**src/hw/rtl/tspp_pkg.sv**
```systemverilog
// Types and constants for the trapezoid step-pulse profiler.
// No dependencies.
package tspp_pkg;

   typedef enum logic [2:0] {
      REQ_REL   = 3'd0,
      REQ_ABS   = 3'd1,
      REQ_TICK  = 3'd2,
      REQ_PULSE = 3'd3,
      REQ_CLEAR = 3'd4
   } req_code_type;

   typedef enum logic [1:0] {
      PH_STOP   = 2'd0,
      PH_ACCEL  = 2'd1,
      PH_CRUISE = 2'd2,
      PH_DECEL  = 2'd3
   } phase_type;

   typedef enum logic [2:0] {
      CSR_MAX_FREQ   = 3'd0,
      CSR_START_FREQ = 3'd1,
      CSR_END_FREQ   = 3'd2,
      CSR_ACCEL_MS   = 3'd3,
      CSR_DECEL_MS   = 3'd4
   } csr_index_type;

   typedef enum logic [3:0] {
      ST_IDLE,
      ST_PLAN_AR_MUL,
      ST_PLAN_AR_DIV,
      ST_PLAN_DR_MUL,
      ST_PLAN_DR_DIV,
      ST_PLAN_AE_MUL,
      ST_PLAN_AE_DIV,
      ST_PLAN_DD_MUL,
      ST_PLAN_DD_DIV,
      ST_PLAN_FIN,
      ST_PULSE_MUL,
      ST_PULSE_DIV,
      ST_PULSE_FIN,
      ST_RELOAD_DIV,
      ST_OUT
   } state_type;

   typedef struct packed {
      logic [2:0]         req_type;
      logic signed [31:0] move_amount;
   } req_type_s_type;

   typedef struct packed {
      logic [15:0]        reload_value;
      logic [14:0]        compare_value;
      logic               direction;
      logic               running;
      logic signed [31:0] position;
      logic               status;
   } rsp_type_s_type;

   localparam int unsigned DIV_W = 48;

endpackage

```
**src/hw/rtl/tspp_divider.sv**
```systemverilog
// Bit-serial restoring divider, one quotient bit per cycle.
// Depends on tspp_pkg for the operand width.
module tspp_divider (
   input  logic                      clock,
   input  logic                      reset,
   input  logic                      start,
   input  logic [tspp_pkg::DIV_W-1:0] dividend,
   input  logic [tspp_pkg::DIV_W-1:0] divisor,
   output logic                      done,
   output logic [tspp_pkg::DIV_W-1:0] quotient
);
   import tspp_pkg::*;

   localparam int unsigned CW = $clog2(DIV_W + 1);

   logic [DIV_W-1:0] quo_ff, quo_in;
   logic [DIV_W:0]   rem_ff, rem_in;
   logic [DIV_W-1:0] dvs_ff, dvs_in;
   logic [CW-1:0]    cnt_ff, cnt_in;
   logic             busy_ff, busy_in;
   logic [DIV_W:0]   trial;

   always_comb begin
      quo_in  = quo_ff;
      rem_in  = rem_ff;
      dvs_in  = dvs_ff;
      cnt_in  = cnt_ff;
      busy_in = busy_ff;
      trial   = {rem_ff[DIV_W-1:0], quo_ff[DIV_W-1]};
      if (start) begin
         quo_in  = dividend;
         rem_in  = '0;
         dvs_in  = divisor;
         cnt_in  = CW'(DIV_W);
         busy_in = 1'b1;
      end else if (busy_ff) begin
         if (trial >= {1'b0, dvs_ff}) begin
            rem_in = trial - {1'b0, dvs_ff};
            quo_in = {quo_ff[DIV_W-2:0], 1'b1};
         end else begin
            rem_in = trial;
            quo_in = {quo_ff[DIV_W-2:0], 1'b0};
         end
         cnt_in = cnt_ff - 1'b1;
         if (cnt_ff == CW'(1)) busy_in = 1'b0;
      end
   end

   always_ff @(posedge clock) begin
      quo_ff <= quo_in;
      rem_ff <= rem_in;
      dvs_ff <= dvs_in;
      cnt_ff <= cnt_in;
      if (reset) busy_ff <= 1'b0;
      else       busy_ff <= busy_in;
   end

   assign done     = busy_ff && (cnt_ff == CW'(1));
   assign quotient = quo_in;

endmodule

```
**config.mk**
```make
export PLATFORM = sky130hd
export DESIGN_NAME = tspp_divider
export DESIGN_NICKNAME = d
export VERILOG_FILES = /design/src/hw/rtl/tspp_pkg.sv /design/src/hw/rtl/tspp_divider.sv
export SDC_FILE = /design/constraint.sdc
export NUM_CORES = 1
export LEC_CHECK = 0
export BUFFER_PORTS_ARGS = -buffer_cell sky130_fd_sc_hd__buf_4
export CAP_MARGIN = 20
export CORE_MARGIN = 1.5
export CORE_UTILIZATION = 40
export CTS_BUF_LIST = sky130_fd_sc_hd__clkbuf_8 sky130_fd_sc_hd__clkbuf_16
export DETAILED_ROUTE_END_ITERATION = 8
export GPL_TIMING_DRIVEN = 0
export PLACE_DENSITY = 0.63
export SYNTH_ARGS = -nofsm -noshare
export SYNTH_HDL_FRONTEND = slang
export SYNTH_SLANG_ARGS = --single-unit
```
**constraint.sdc**
```tcl
create_clock -name clock -period 6.2 [get_ports clock]
set_input_delay 0.62 -clock clock [delete_from_list [all_inputs] [get_ports clock]]
set_output_delay 0.62 -clock clock [all_outputs]
set_load 0.01 [all_outputs]
```
==> impl_summary.txt <==
----------------------------------------------------
[Cells and area]
  Signed area change from the synthesized netlist to the final layout ... 22.67%
  Final Instance Area ... 11240 um2
  Total Nets Final ... 1390
  Share of cells above drive strength 1 ... 17.40%
  Diode count ... 0
  Core occupancy in the finished layout ... 49.80%
  Filler cell count ... 2203

[Clock network]
  Clock latency at the later pin of the worst-skew pair ... 0.44 ns
  Clk pin slew, worst setup/hold paths ... 0.08 ns
  Number of buffers between clock root and the deepest sink ... 2
  Hold-fix buffers, CTS ... 0
  Number of cells upsized or downsized after cts ... 0
  Clock sink count ... 151
  H-tree lvl count ... 4
  Number of buffers inserted to repair setup after CTS ... 0
  Cell at the root of the clock tree ... clkbuf_16
  Number of buffers added by the clock tree synthesis step ... 17
  TritonCTS clock tree ... done

[Synth]
  Dominant register cell in the synthesized netlist ... dfxtp_1
  Per-instance average area after synthesis ... 8.532 um2
  Compound-cell area share of the yosys netlist ... 21.76%
  Combinational family with the most area after synthesis ... compound AO/OA/AOI/OAI gates
  Leading cell type by number of instances after synthesis ... nand2_1
  Synth warnings ... 0
  Async set-reset flop share out of synthesis ... 0%
  Commonest cells in the synthesized netlist ... nand2_1 (127), dfxtp_1 (103), nor2_1 (92)
  Count of unique library cells instantiated by Yosys ... 75
  Number of enable-type register cells in the synthesized netlist ... 48
  Fraction of the mapped netlist area in simple logic gates ... 17.15%
  Area fraction of the dominant cell type after synthesis ... 22.50%
  Synthesized cell area ... 9164 um2
  Synthesized net count ... 1224
  Fraction of synthesized cell area in xor and xnor cells ... 3.154%
  Dominant cell type by area after synthesis ... dfxtp_1
  Post-Syn Instances ... 1074
  Sequential-to-total area share from yosys stat ... 38.23%
  Synth Area in Adders ... 7.045%
  Mux contribution to synthesized area ... 6.718%
  Dominant cells by area after synthesis ... dfxtp_1 (23%), edfxtp_1 (16%), ha_1 (6.8%)
  Number of register bits inferred by synthesis ... 151

[Timing]
  Min Clock Period, post-route ... 5.156 ns
  Share of the clock period used by the worst path after layout ... 83.16%
  Max Slew Vio Count ... 0
  Setup TNS ... 0 ns
  Headroom to the max-slew limit ... 33.50%
  Unrepaired setup endpoints after global routing ... no
  Final Hold Violating Endpoints ... 0
  Final worst setup slack ... 1.044 ns
  Final setup vio count ... 0
  Maximum frequency from static timing analysis ... 0.1939 GHz
  Clock Skews ... 0.01496 ns
  Transition time at the pin with the least slew margin ... 0.9847 ns

[Pwr]
  Maximum ir drop on the vdd rail ... 175.3 uV
  Leakage power of the design ... 4.948 nW
  Pwr dens ... 283.6 nW/um2

[Global routing]
  Via count of the first global-routing pass ... 8274
  Global Route Usage Sum ... 23.39%
  Initial antenna violation count ... 0
  Overflow left after global routing ... 0
  Global-route wire length before repair ... 43980 um
  Maximum number of pins on one net before global-route repair ... 50

[Floorplan]
  Core box area ... 22570 um2
  Width of the chip ... 154.4 um
  Number of top-level pins ... 148
  Starting density of the core ... 40.60%
  DIE AREA ... 23830 um2
  Y dimension of the die ... 154.4 um
  Num rows ... 55

[Detailed routing]
  Total via count in the routed design ... 8669
  Drt initial violations ... 622
  Average wire length per cell after detail routing ... 18.01 um
  Overall routed net length ... 27700 um
  Number of remaining DRC errors ... 0
  Drt pass-1 iters ... 7
  Antenna Violating Nets Remaining ... 0
  Per-cell via count in the routed design ... 5.637

[Critical path]
  Maximum single-stage delay on the critical path ... 0.81 ns
  Worst-path cell chain ... inv_1, ha_1, nor2b_1, o31ai_1, a211oi_1, o211ai_1, a31oi_1, nor2_2, buf_6, nor2_2, a21oi_1, o21ai_0, buf_4
  Maximum fanout encountered on the critical timing path ... 10
  Cell with the largest stage delay on the worst path ... a31oi_1
  Most used cell, CP ... nor2_2
  Crit path kind ... reg2out
  Startpoint kind of the worst setup timing path ... flip-flop
  CP Data Required Time ... 5.58 ns
  Worst r2r path cells ... 12
  Critical path buffer and inverter count ... 3
  Endpoint arrival time on the critical path ... 4.54 ns
  Worst setup slack for register-to-register paths ... 2.18 ns
  CP top delay family ... compound AO/OA/AOI/OAI gates
  Crit end category ... primary output
  Path length in cells of the critical path ... 13

[Hold path]
  Cell depth of the worst min-delay path ... 1
  Type of the most critical hold path ... in2reg

[Place]
  HPWL reported at the end of detailed placement ... 20430 um
  Port Buf Inserts ... 147
  Standard cell area after detailed placement ... 10620 um2
  Worst-case setup slack after placement ... 1.655 ns
  Final weighted congestion of routability-driven global placement ... 0.9159

[Flow run]
  Max-cap violations ... 0

[Run status]
  Run status ... finished clean

----------------------------------------------------
[per-layer routing]
layer	track usage [%]	part of all wire, %	up-vias
li1	-	-	4215
met1	30.89	45	4060
met2	38.07	45	351
met3	5.688	8.2	43
met4	6.731	1.8	0
met5	0	0	-
[layout by cell type (no fill, tap or decap), types with 17 or more instances in the layout]
| master | count |
|---|---|
| a211oi_1 | 25 |
| a21o_1 | 26 |
| a21oi_1 | 75 |
| buf_4 | 148 |
| clkbuf_1 | 49 |
| clkbuf_16 | 17 |
| dfxtp_1 | 103 |
| edfxtp_1 | 48 |
| ha_1 | 50 |
| inv_1 | 63 |
| mux2i_1 | 57 |
| nand2_1 | 127 |
| nand3_1 | 17 |
| nand4_1 | 22 |
| nor2_1 | 92 |
| nor3_1 | 18 |
| o21ai_0 | 81 |
| xnor2_1 | 22 |
[where the power goes]
part           total (mW)  switching, mW  internal [mW]
combinational       0.939          0.562          0.377
sequential           1.18         0.0582           1.12
clock                1.07          0.520          0.553
[through the flow]
| step | power, mW | cells | hold slack [ns] |
|---|---|---|---|
| 6_report | 3.188 | 1538 | 0.3519 |
| 2_1_floorplan | 1.808 | 1074 | 0.4588 |
| 5_1_grt | 3.351 | 1538 | 0.3348 |
| 4_1_cts | 3.204 | 1538 | 0.3318 |
| 3_5_place_dp | 2.120 | 1506 | 0.4829 |
| 3_3_place_gp | 2.113 | 1506 | 0.4734 |
[state kept, by name, indices dropped and copies added (netlist names)]
signal	count
rem_ff	48
busy_ff	1
dvs_ff	48
quo_ff	48
cnt_ff	6
[path summary, 6_finish.rpt]
check,start,endpoint
worst min register to register,cnt_ff[0],cnt_ff[0]
worst max-delay path,dvs_ff[1],quotient[0]
worst max register to register,dvs_ff[1],quo_ff[0]
worst min-delay path,divisor[4],dvs_ff[4]
[cells by family (layout without fill, tap and decap cells)]
kind of cell,count (synthesis),in the layout
AND/OR/NAND/NOR,339,339
flip-flops,151,151
buffers and inverters,133,312
adder cells (fa/ha/maj),51,51
XOR/XNOR,33,33
AO/OA/AOI/OAI,306,306
multiplexers,61,61
[layout make-up]
| type | count | area, um2 | share of cell area (%) |
|---|---|---|---|
| Timing Repair Buffer | 147 | 1104 | 9.817 |
| Clock buffer | 17 | 425.4 | 3.784 |
| Tap cell | 285 | 356.6 | 3.172 |
| Multi-Input combinational cell | 790 | 5116 | 45.51 |
| Inverter | 63 | 236.5 | 2.104 |
| Sequential cell | 151 | 3503 | 31.17 |
| Clock inverter | 15 | 191.4 | 1.703 |
| Buffer | 70 | 307.8 | 2.738 |
(Power assumes the default switching activity.)
